**src/hdl/assert_macros.svh**
```systemverilog
// Assertion macros shared by the allocator modules.
// Every macro samples on clk and is switched off while rst_n is low.
`ifndef ASSERT_MACROS_SVH
`define ASSERT_MACROS_SVH

// Check that an expression holds at every clock edge.
`define BCA_ASSERT(name, expr, msg) \
  name: assert property (@(posedge clk) disable iff (!rst_n) (expr)) else $error(msg);

// Check that a condition implies a consequence in the same cycle.
`define BCA_IMPLY(name, ante, cons, msg) \
  name: assert property (@(posedge clk) disable iff (!rst_n) (ante) |-> (cons)) else $error(msg);

// Check that a condition implies a consequence in the next cycle.
`define BCA_NEXT(name, ante, cons, msg) \
  name: assert property (@(posedge clk) disable iff (!rst_n) (ante) |=> (cons)) else $error(msg);

`endif

```
**src/hdl/bca_pkg.sv**
```systemverilog
// Shared types and constants for the block chain allocator.
// No dependencies; every other file of the block but assert_macros.svh uses it.
`timescale 1ns / 1ps

package bca_pkg;

  localparam int NUM_BLOCKS_DEF = 1024;
  localparam int BLOCK_W        = 10;
  localparam int OP_W           = 2;
  localparam int STAT_W         = 2;

  typedef enum logic [OP_W-1:0] {
    OP_ALLOC,
    OP_FREE,
    OP_EXTEND,
    OP_FOLLOW
  } op_t;

  typedef enum logic [STAT_W-1:0] {
    STAT_OK,
    STAT_FULL,
    STAT_BROKEN
  } status_t;

  typedef enum logic [2:0] {
    S_CLEAR,
    S_IDLE,
    S_DISPATCH,
    S_LOOK,
    S_SCAN,
    S_LINK,
    S_WALK,
    S_FINISH
  } state_t;

  typedef enum logic [3:0] {
    CMD_NONE,
    CMD_CLEAR,
    CMD_LATCH,
    CMD_SCAN_INIT,
    CMD_SCAN_STEP,
    CMD_SCAN_TAKE,
    CMD_READ_BLK,
    CMD_WALK,
    CMD_LINK,
    CMD_OK_LINK,
    CMD_LOAD_OUT
  } cmd_t;

  typedef struct packed {
    cmd_t    cmd;
    logic    set_st;
    status_t st;
  } ctrl_t;

  typedef struct packed {
    logic clr_last;
    logic blk_ok;
    logic rd_zero;
    logic rd_end;
    logic rd_bad;
    logic chk_vld;
    logic ptr_end;
  } dp_stat_t;

endpackage

```
**src/hdl/bca_ctrl.sv**
```systemverilog
// Sequencer of the block chain allocator: request/result handshakes and the
// per-operation state machine. Depends on bca_pkg and assert_macros.svh.
`timescale 1ns / 1ps
`include "assert_macros.svh"

module bca_ctrl (
  input  logic                     clk,
  input  logic                     rst_n,
  input  logic                     in_valid,
  output logic                     in_ready,
  input  logic [bca_pkg::OP_W-1:0] in_operation,
  output logic                     out_valid,
  input  logic                     out_ready,
  output bca_pkg::ctrl_t           ctrl,
  input  bca_pkg::dp_stat_t        stat
);

  bca_pkg::state_t state_r, state_nxt;
  bca_pkg::op_t    op_r, op_nxt;
  logic            out_valid_r, out_valid_nxt;
  logic            out_free;
  logic            found;

  assign out_free = !out_valid_r || out_ready;
  assign found    = stat.chk_vld && stat.rd_zero;
  assign op_nxt   = (state_r == bca_pkg::S_IDLE && in_valid) ?
                    bca_pkg::op_t'(in_operation) : op_r;

  always_ff @(posedge clk) begin
    if (!rst_n) begin
      state_r     <= bca_pkg::S_CLEAR;
      out_valid_r <= 1'b0;
    end else begin
      state_r     <= state_nxt;
      out_valid_r <= out_valid_nxt;
    end
  end

  always_ff @(posedge clk) begin
    op_r <= op_nxt;
  end

  // Next state
  always_comb begin
    state_nxt = state_r;
    unique case (state_r)
      bca_pkg::S_CLEAR: begin
        if (stat.clr_last) state_nxt = bca_pkg::S_IDLE;
      end
      bca_pkg::S_IDLE: begin
        if (in_valid) state_nxt = bca_pkg::S_DISPATCH;
      end
      bca_pkg::S_DISPATCH: begin
        priority if (op_r == bca_pkg::OP_ALLOC) state_nxt = bca_pkg::S_SCAN;
        else if (!stat.blk_ok)                  state_nxt = bca_pkg::S_FINISH;
        else if (op_r == bca_pkg::OP_FREE)      state_nxt = bca_pkg::S_WALK;
        else                                    state_nxt = bca_pkg::S_LOOK;
      end
      bca_pkg::S_LOOK: begin
        if (stat.rd_end && op_r == bca_pkg::OP_EXTEND) state_nxt = bca_pkg::S_SCAN;
        else                                           state_nxt = bca_pkg::S_FINISH;
      end
      bca_pkg::S_SCAN: begin
        priority if (found) begin
          state_nxt = (op_r == bca_pkg::OP_EXTEND) ? bca_pkg::S_LINK : bca_pkg::S_FINISH;
        end else if (stat.ptr_end) begin
          state_nxt = bca_pkg::S_FINISH;
        end else begin
          state_nxt = bca_pkg::S_SCAN;
        end
      end
      bca_pkg::S_LINK: begin
        state_nxt = bca_pkg::S_FINISH;
      end
      bca_pkg::S_WALK: begin
        if (stat.rd_zero || stat.rd_end || stat.rd_bad) state_nxt = bca_pkg::S_FINISH;
      end
      bca_pkg::S_FINISH: begin
        if (out_free) state_nxt = bca_pkg::S_IDLE;
      end
    endcase
  end

  // Commands to the datapath
  always_comb begin
    ctrl.cmd    = bca_pkg::CMD_NONE;
    ctrl.set_st = 1'b0;
    ctrl.st     = bca_pkg::STAT_BROKEN;
    unique case (state_r)
      bca_pkg::S_CLEAR: begin
        ctrl.cmd = bca_pkg::CMD_CLEAR;
      end
      bca_pkg::S_IDLE: begin
        if (in_valid) ctrl.cmd = bca_pkg::CMD_LATCH;
      end
      bca_pkg::S_DISPATCH: begin
        priority if (op_r == bca_pkg::OP_ALLOC) begin
          ctrl.cmd = bca_pkg::CMD_SCAN_INIT;
        end else if (!stat.blk_ok) begin
          ctrl.set_st = 1'b1;
        end else begin
          ctrl.cmd = bca_pkg::CMD_READ_BLK;
        end
      end
      bca_pkg::S_LOOK: begin
        priority if (stat.rd_zero || stat.rd_bad) begin
          ctrl.set_st = 1'b1;
        end else if (!stat.rd_end) begin
          ctrl.cmd = bca_pkg::CMD_OK_LINK;
        end else if (op_r == bca_pkg::OP_FOLLOW) begin
          ctrl.set_st = 1'b1;
        end else begin
          ctrl.cmd = bca_pkg::CMD_SCAN_INIT;
        end
      end
      bca_pkg::S_SCAN: begin
        priority if (found) begin
          ctrl.cmd = bca_pkg::CMD_SCAN_TAKE;
        end else if (stat.ptr_end) begin
          ctrl.set_st = 1'b1;
          ctrl.st     = bca_pkg::STAT_FULL;
        end else begin
          ctrl.cmd = bca_pkg::CMD_SCAN_STEP;
        end
      end
      bca_pkg::S_LINK: begin
        ctrl.cmd = bca_pkg::CMD_LINK;
      end
      bca_pkg::S_WALK: begin
        if (stat.rd_zero) begin
          ctrl.set_st = 1'b1;
        end else begin
          // clear this entry; a link past the table ends the walk as broken
          ctrl.cmd    = bca_pkg::CMD_WALK;
          ctrl.set_st = stat.rd_bad;
        end
      end
      bca_pkg::S_FINISH: begin
        if (out_free) ctrl.cmd = bca_pkg::CMD_LOAD_OUT;
      end
    endcase
  end

  assign in_ready      = (state_r == bca_pkg::S_IDLE);
  assign out_valid     = out_valid_r;
  assign out_valid_nxt = (ctrl.cmd == bca_pkg::CMD_LOAD_OUT) || (out_valid_r && !out_ready);

  `BCA_IMPLY(out_from_finish, $rose(out_valid_r), $past(state_r == bca_pkg::S_FINISH), "result raised outside finish")
  `BCA_NEXT(accept_dispatch, in_valid && in_ready, state_r == bca_pkg::S_DISPATCH, "accepted request not dispatched")

endmodule

```
**config.mk**
```make
export PLATFORM = sky130hd
export DESIGN_NAME = bca_ctrl
export DESIGN_NICKNAME = d
export VERILOG_FILES = /design/src/hdl/bca_pkg.sv /design/src/hdl/bca_ctrl.sv
export VERILOG_INCLUDE_DIRS = /design/src /design/src/hdl
export SDC_FILE = /design/constraint.sdc
export NUM_CORES = 1
export LEC_CHECK = 0
export BUFFER_PORTS_ARGS = -buffer_cell sky130_fd_sc_hd__buf_4
export CORE_AREA = 8 8 45 47
export DETAILED_ROUTE_END_ITERATION = 16
export DIE_AREA = 0 0 53 55
export HOLD_SLACK_MARGIN = 0.12
export PLACE_DENSITY_LB_ADDON = 0.3
export SLEW_MARGIN = 25
export SYNTH_ARGS = -nofsm -noshare
export SYNTH_HDL_FRONTEND = slang
export SYNTH_SLANG_ARGS = --single-unit
```
**constraint.sdc**
```tcl
create_clock -name clk -period 2.4 [get_ports clk]
set_clock_uncertainty 0.1 [all_clocks]
set_input_delay 0.24 -clock clk [delete_from_list [all_inputs] [get_ports clk]]
set_output_delay 0.24 -clock clk [all_outputs]
set_load 0.03 [all_outputs]
```
Word level (Yosys, flattened, before mapping)
Index checks and enable logic that the tools add are counted.
Widths: inputs -> output; s select.
{"block": "op_classes", "n_eq_ne": 15, "mux": 33, "n_reduce_logical": 14}
{"op": "$mux 3", "n": 14}
{"op": "$pmux 4 s8", "n": 1}
{"op": "$pmux 3 s8", "n": 1}
{"op": "$mux 2", "n": 7}
{"op": "$eq 3x3->1 const B", "n": 4}
{"op": "$mux 4", "n": 3}
{"op": "$ne 2x2->1 const B", "n": 4}
{"op": "$eq 3x2->1 const B", "n": 2}
{"op": "$mux 1", "n": 6}
{"op": "$logic_or 1x1->1", "n": 5}
{"op": "$eq 2x2->1 const B", "n": 2}
{"op": "$eq 4x4->1 const B", "n": 1}
{"op": "$logic_and 1x1->1", "n": 4}
{"op": "$pmux 1 s4", "n": 1}
{"op": "$reduce_and 4->1", "n": 1}
{"op": "$eq 3x1->1 const B", "n": 1}
{"op": "$logic_not 3->1", "n": 1}
{"op": "$eq 2x1->1 const B", "n": 1}
{"op": "$logic_not 1->1", "n": 2}
{"op": "$logic_not 2->1", "n": 1}
{"block": "word_totals", "regBits": 6, "in_bits": 13, "out_inout_bits": 9}

Depth between registers and ports, before layout
Gate-level depths: netlist of the first run.
{"block": "logic_depth", "depth_word": 7, "mapped_depth": 6, "depth_no_buf": 4}

Worst setup path before layout of the first run
No wires, ideal clock.
{"block": "synth_path", "kind": "in2out", "start": "input stat[4] in the netlist's numbering", "end": "output ctrl[4] in the netlist's numbering", "arrival_time_ns": 1.502, "required_time_ns": 2.060, "slack_ns": 0.558, "cell_stages": 5, "n_path_buf": 1, "path_cell_list": "buf_6 > or4b_1 > o221ai_1 > a21oi_1 > nor2_1"}
{"element": "start, declared", "line_no": "bca_ctrl.sv:15", "text": "input bca_pkg::dp_stat_t stat"}
{"element": "end, declared", "line_no": "bca_ctrl.sv:14", "text": "output bca_pkg::ctrl_t ctrl,"}

==> impl_metrics.toml, run 1 <==
[pwr]
switchingPower_mw = 0.0913
seqPwrFrac = 0.388
powerDensity_nw_per_um2 = 379
p_comb_frac = 0.279
p_leak_nw = 0.320
p_total_mw = 0.306
swShare = 0.298
power_frac_clock = 0.333
p_int_mw = 0.215
power.ir.vdd_worst_v = 0.000401

[logic_synthesis]
synth.avg_cell_area_um2 = 7.24
synth-async-reset-ratio = 0
synthesis.area_um2 = 608
ys.flop_type = "dfxtp_1"
ys_types = 36
yosys_warnings = 0
synth_cells = 84
ys_seq_area_frac = 0.230
synth_edf_count = 2
syn-num-nets = 97
synth_seq_cells = 6

[sta]
slew_headroom = 0.641
drv_slew = 0
clock.fmax_mhz = 497
setup_violations = 0
finalHoldViolCount = 0
rsz0062_at_grt = "no"
tightest_slew_ns = 0.538
tns_ns = 0
finalCriticalPeriod_ns = 2.01
fin_crit_sh = 0.838

[drt]
drt-pass1-iter-count = 4
wl_um = 1620
wl_per_cell_um = 13.2
ant_nets = 0
drc = 0
drt_iter0_drc = 24
vias = 691
viasPerCell = 5.66

[critical_path]
rr_endpoint = "state_r[1]$_SDFFE_PN0P_"
regToRegSetupSlack_ns = 0.72
worstSetupStartpointType = "flop"
crit_path_end_kind = "output port"
rr_worst_depth = 4
crit_path_max_fanout = 16
cp.arrival_ns = 1.67
r2r_start = "state_r[1]$_SDFFE_PN0P_"
cp.required_ns = 2.06
path_class = "flop to output port"

[cells_and_area]
areaGrowthSynthToFinish_pct = 32.9
final_common_cell = "buf_4"
drive_gt1_frac = 0.274
nets = 120
final_cell_mix = "buf_4, nor2_1, nand2_1, o21ai_1, a21oi_1"
diodes = 0

[grt]
grt_max_degree = 22
grt_overflow = 0
antenna_found_initial = 0
gr-usage-all-layers = 0.116
grt_pass1_vias = 601
grt_pass1_wl_um = 2640

[worst_hold_path]
hold_start = "rst_n"
worstHoldPathType = "primary input to flop"
worstHoldPathCells = 2
min_delay_worst_endpoint = "state_r[2]$_SDFFE_PN0P_"

[clocking]
cts.clk_slew.worst_paths_ns = 0.04
cts_tree = "yes"
htreeDepth = 1
postCtsSetupRepairBufs = 0
clkLatencyLatePin_ns = 0.25
cts_root_buf = "clkbuf_4"
cts.sinks = 6
numCtsBuffers = 3
clockBufferDepth = 2

[floorplanning]
start_util = 0.439
die_x_um = 53
core_um2 = 1380
io_pins = 22
dieArea_um2 = 2920
dieHeight_um = 55
rows = 14

[flow_run]
maxCapViolations = 0

[place]
dp_hpwl_um = 1220
finalWeightedCongestion = 0.828
port_buffers = 21

[outcome]
status = "finished clean"
==> power by group through the flow <==
| stage | Clock, mW | Sequential (mW) | Combinational, mW |
|---|---|---|---|
| 2_1_floorplan | 0 | 0.113 | 0.0562 |
| 3_3_place_gp | 0 | 0.120 | 0.0821 |
| 3_5_place_dp | 0 | 0.120 | 0.0828 |
| 4_1_cts | 0.104 | 0.118 | 0.0856 |
| 5_1_grt | 0.113 | 0.120 | 0.0936 |
| 6_report | 0.102 | 0.119 | 0.0853 |
==> metrics by stage <==
step / worst slack (ns) / hold slack [ns] / util / instances / area [um^2]
2_1_floorplan: 0.558 / 0.239 / - / 84 / 608
3_3_place_gp: 0.656 / 0.319 / 0.551 / 116 / 762
3_5_place_dp: 0.614 / 0.320 / 0.551 / 116 / 762
4_1_cts: 0.405 / 0.151 / 0.584 / 122 / 808
5_1_grt: 0.223 / 0.151 / 0.584 / 122 / 808
6_report: 0.389 / 0.149 / 0.584 / 122 / 808
==> layer usage <==
| layer | part of all wire | up-vias | track usage |
|---|---|---|---|
| met4 | 0.012 | 0 | 0.0259 |
| met3 | 0.085 | 2 | 0.0481 |
| met5 | 0 | - | 0 |
| met2 | 0.46 | 20 | 0.176 |
| met1 | 0.44 | 308 | 0.150 |
| li1 | - | 361 | - |
==> logic make-up (layout without fill, tap and decap cells) <==
kind of cell,count (synthesis),count (layout),synth area share
DFF,6,6,0.230
buffers and inverters,11,33,0.0885
and+or+nand+nor,37,37,0.340
AOI/OAI and AO/OA,28,28,0.309
muxes,2,2,0.0329
==> worst max-delay path by stage <==
| stage | start | end |
|---|---|---|
| after floorplan | stat[4] | ctrl[4] |
| after global placement | stat[4] | ctrl[4] |
| after detailed placement | stat[4] | ctrl[4] |
| after CTS | state_r[1]$_SDFFE_PN0P_ | ctrl[6] |
| after global routing | state_r[1]$_SDFFE_PN0P_ | ctrl[6] |
| final | state_r[1]$_SDFFE_PN0P_ | ctrl[6] |
==> cells in the mapped netlist (3+ instances only) <==
| cell | n | share of area |
|---|---|---|
| a21oi_1 | 5 | 0.041 |
| a31oi_1 | 4 | 0.041 |
| and2_1 | 3 | 0.031 |
| buf_2 | 4 | 0.033 |
| dfxtp_1 | 4 | 0.13 |
| inv_1 | 3 | 0.019 |
| nand2_1 | 7 | 0.043 |
| nand3_1 | 4 | 0.033 |
| nor2_1 | 7 | 0.043 |
| nor2b_1 | 4 | 0.041 |
| nor3_1 | 3 | 0.025 |
| o21ai_1 | 5 | 0.041 |
==> flip-flops by register name, indices dropped and copies added, names as in the netlist <==
name / cells
out_valid: 1
state_r: 3
op_r: 2
==> critical path, cell delays in order (launching register included) <==
cell	delay, ns
dfxtp_1	0.65
nor2b_1	0.35
a22oi_1	0.14
nor2b_1	0.13
buf_4	0.17
==> final cells by class <==
cell class              instances  area, um^2
fillers                       136         576
multi-input cells              67         414
repair buffers                 25         193
flip-flops and latches          6         140
clock buffers                   4        26.3
well taps                      16        20.0
inverters                       4        15.0
==> timing repair <==
item | 4_1_cts | 5_1_grt
endpoints found under the hold margin | 2 | 0
hold buffers | 2 | 0
gates resized for setup | 0 | 0
No activity file was read; power rests on OpenSTA's default activity.
==> inputs of run 2 (changes only) <==
clock period = 1.95 ns   (was 2.4 ns; I/O delays follow)
==> impl_metrics.toml, run 2 (synthesis results as in run 1) <==
[grt]
grt_pass1_wl_um = 2550
grt_max_degree = 14
antenna_found_initial = 0
gr-usage-all-layers = 0.112
grt_pass1_vias = 584
grt_overflow = 0

[place]
port_buffers = 21
dp_hpwl_um = 1280
finalWeightedCongestion = 0.804

[drt]
wl_um = 1680
vias = 698
viasPerCell = 5.54
drt-pass1-iter-count = 4
drc = 0
drt_iter0_drc = 7
wl_per_cell_um = 13.3
ant_nets = 0

[cells_and_area]
diodes = 0
final_cell_mix = "buf_4, nor2_1, nand2_1, o21ai_1, a21oi_1"
final_core_util = 0.617
final_common_cell = "buf_4"
areaGrowthSynthToFinish_pct = 40.3
nets = 124
largest_reg_flops = 3
drive_gt1_frac = 0.327
regMostFlops = "state_r"

[critical_path]
worstSetupStartpointType = "flop"
crit_path_max_fanout = 5
path_class = "flop to output port"
crit_path_end_kind = "output port"
cp.arrival_ns = 1.60
cp.required_ns = 1.65

[sta]
tightest_slew_ns = 0.313
rsz0062_at_grt = "yes"
finalCriticalPeriod_ns = 1.90
drv_slew = 0
setup_violations = 0
tns_ns = 0
slew_headroom = 0.790
fin_crit_sh = 0.973
clock.fmax_mhz = 527
whs_ns = 0.277
finalHoldViolCount = 0

[clocking]
clockBufferDepth = 2
htreeDepth = 1
cts.sinks = 6
numCtsBuffers = 3
cts.clk_slew.worst_paths_ns = 0.06
cts_root_buf = "clkbuf_4"
cts_tree = "yes"
clkLatencyLatePin_ns = 0.25

[floorplanning]
die_x_um = 53
dieHeight_um = 55
rows = 14
core_um2 = 1380
start_util = 0.439
io_pins = 22
dieArea_um2 = 2920

[pwr]
powerDensity_nw_per_um2 = 445
p_leak_nw = 0.342
p_total_mw = 0.379
power.ir.vdd_worst_v = 0.000587

[flow_run]
maxCapViolations = 0

[outcome]
status = "finished clean"

[worst_hold_path]
worstHoldPathType = "primary input to flop"
run 2: final timing paths:
check | start | endpoint | slack, ns | depth (start not counted)
min reg2reg | state_r[1]$_SDFFE_PN0P_ | out_valid$_SDFF_PN0_ | 0.60 | 2
min | in_valid | op_r[1]$_DFFE_PP_ | 0.28 | 3
max | state_r[2]$_SDFFE_PN0P_ | ctrl[4] | 0.05 | 5
max reg2reg | state_r[2]$_SDFFE_PN0P_ | state_r[1]$_SDFFE_PN0P_ | 0.47 | 6
run 2: area by class of cell:
| cell class | count | area [um^2] |
|---|---|---|
| sequential | 6 | 146 |
| inverter | 4 | 15.0 |
| multi-input combinational | 67 | 420 |
| fill | 127 | 531 |
| tap | 16 | 20.0 |
| timing repair buffer | 29 | 225 |
| clock buffer | 4 | 26.3 |
run 2: where the power goes:
group | internal, mW | switching (mW) | leakage [nW] | total [mW]
Combinational | 0.0546 | 0.0533 | 0.274 | 0.108
Clock | 0.0776 | 0.0472 | 0.0150 | 0.125
Sequential | 0.134 | 0.0129 | 0.0525 | 0.147
run 2: routing by layer:
layer | global-route usage | routed length (um) | share of wire
met2 | 0.189 | 792 | 0.47
met3 | 0.0401 | 105 | 0.063
met5 | 0 | 0 | 0
met1 | 0.137 | 779 | 0.46
met4 | 0.0129 | 0 | 0
run 2: metrics by stage:
step | cells | setup WS, ns | cell area [um^2]
after floorplan | 84 | 0.193 | 608
after detailed placement | 118 | 0.246 | 777
after global placement | 118 | 0.251 | 777
after global routing | 126 | -0.00130 | 853
after CTS | 125 | 0.0131 | 835
final | 126 | 0.0529 | 853
run 2: worst max-delay path, stage by stage (launching register included):
cell and delay [ns]:
dfxtp_4 0.35, or4b_1 0.47, o221ai_1 0.18, a21oi_1 0.09, nor2_1 0.11, buf_4 0.16
run 2: what timing repair did:
item                                    CTS  global route
buffers inserted                          0             1
pin swaps                                 1             4
hold buffers                              3             0
hold endpoints to repair                  4             0
endpoints found under the setup margin    1             5
resized for setup                         1             4
==> inputs of run 3 (changes only) <==
CAP_MARGIN = 40   (was not set)
clock period = 2.35 ns   (was 1.95 ns; I/O delays follow)
==> impl_metrics.toml, run 3 (synthesis results as in run 1) <==
[pwr]
p_leak_nw = 0.320
p_comb_frac = 0.276
seqPwrFrac = 0.393
power.ir.vdd_worst_v = 0.000456
switchingPower_mw = 0.0929
p_int_mw = 0.219
swShare = 0.298
p_total_mw = 0.312
power_frac_clock = 0.331
powerDensity_nw_per_um2 = 386

[sta]
finalCriticalPeriod_ns = 2.02
rsz0062_at_grt = "no"
fin_crit_sh = 0.859
clock.fmax_mhz = 495
finalHoldViolCount = 0
tns_ns = 0
drv_slew = 0
tightest_slew_ns = 0.532
setup_violations = 0
slew_headroom = 0.645

[grt]
gr-usage-all-layers = 0.111
grt_max_degree = 22
grt_pass1_wl_um = 2530
antenna_found_initial = 0
grt_pass1_vias = 579
grt_overflow = 0

[critical_path]
cp_cell_sequence = "nor2b_1 > nand3b_1 > a21oi_1 > buf_4"
crit_path_max_fanout = 16
worstSetupStartpointType = "flop"
crit_path_end_kind = "output port"
cp.required_ns = 2.02
cp_slowest_cell = "dfxtp_1"
path_class = "flop to output port"
slowest_delay_ns = 0.65
cp.arrival_ns = 1.68

[drt]
vias = 685
route.met3.wl_um = 152
topRoutingLayerUsed = "met4"
wl_met1_um = 683
drc = 0
viasPerCell = 5.61
drt-pass1-iter-count = 4
drt_iter0_drc = 4
dr_wl_met2_um = 749
wl_um = 1610
wl_per_cell_um = 13.2
ant_nets = 0

[place]
finalWeightedCongestion = 0.838
placedCellCount = 116
port_buffers = 21
dp_hpwl_um = 1200

[floorplanning]
io_pins = 22
dieHeight_um = 55
rows = 14
dieArea_um2 = 2920
start_util = 0.439
core_um2 = 1380
die_x_um = 53

[cells_and_area]
final_core_util = 0.584
largest_reg_flops = 3
final_common_cell = "buf_4"
fin_cells = 122
final_cell_mix = "buf_4, nor2_1, nand2_1, o21ai_1, a21oi_1"
areaGrowthSynthToFinish_pct = 32.9
fillers = 131
nets = 120
regMostFlops = "state_r"
drive_gt1_frac = 0.274
diodes = 0

[worst_hold_path]
worstHoldPathType = "primary input to flop"

[clocking]
cts_root_buf = "clkbuf_4"
numCtsBuffers = 3
cts.sinks = 6
cts.clk_slew.worst_paths_ns = 0.04
clockBufferDepth = 2
cts_tree = "yes"
htreeDepth = 1
postCtsSetupRepairBufs = 0
clkLatencyLatePin_ns = 0.25

[outcome]
status = "finished clean"

[flow_run]
maxCapViolations = 0
-- run 3: stage by stage --
step / instance area, um^2 / hold slack, ns / setup slack [ns]
floorplan: 608 / 0.234 / 0.518
global placement: 762 / 0.314 / 0.603
detailed placement: 762 / 0.314 / 0.584
CTS: 808 / 0.142 / 0.332
global route: 808 / 0.143 / 0.212
finish: 808 / 0.147 / 0.331
-- run 3: layer usage --
metal	GRT usage	vias up
li1	-	365
met1	0.134	295
met2	0.180	23
met3	0.0508	2
met4	0.0129	0
met5	0	-
-- run 3: layout make-up --
type	count	area (um^2)	share of cell area
Multi-Input combinational cell	67	414	0.512
Tap cell	16	20.0	0.0248
Inverter	4	15.0	0.0186
Timing Repair Buffer	25	193	0.238
Sequential cell	6	140	0.173
Clock buffer	4	26.3	0.0325
-- run 3: timing repair --
action / CTS / global route
setup endpoints to repair: 0 / 0
resized for setup: 0 / 0
hold endpoints to repair: 2 / 0
hold buffers: 2 / 0
-- run 3: final timing paths --
check | endpoint | cells past startpoint | from | slack, ns
worst max-delay path | ctrl[5] | 4 | state_r[1]$_SDFFE_PN0P_ | 0.33
worst min-delay path | out_valid$_SDFF_PN0_ | 2 | rst_n | 0.15
worst max register to register | state_r[1]$_SDFFE_PN0P_ | 4 | state_r[1]$_SDFFE_PN0P_ | 0.66
worst min register to register | out_valid$_SDFF_PN0_ | 3 | out_valid$_SDFF_PN0_ | 0.62
-- run 3: power groups by stage --
stage / logic (mW) / registers, mW / clock network (mW)
global route: 0.0934 / 0.123 / 0.116
CTS: 0.0865 / 0.122 / 0.106
floorplan: 0.0574 / 0.116 / 0
global placement: 0.0830 / 0.124 / 0
finish: 0.0862 / 0.123 / 0.103
detailed placement: 0.0835 / 0.124 / 0
-- run 3: worst max-delay path, delay by kind of cell (launching register included) --
family | cells | cell delay (ns)
DFF | 1 | 0.65
and+or+nand+nor | 2 | 0.49
AOI/OAI and AO/OA | 1 | 0.13
buffers and inverters | 1 | 0.18
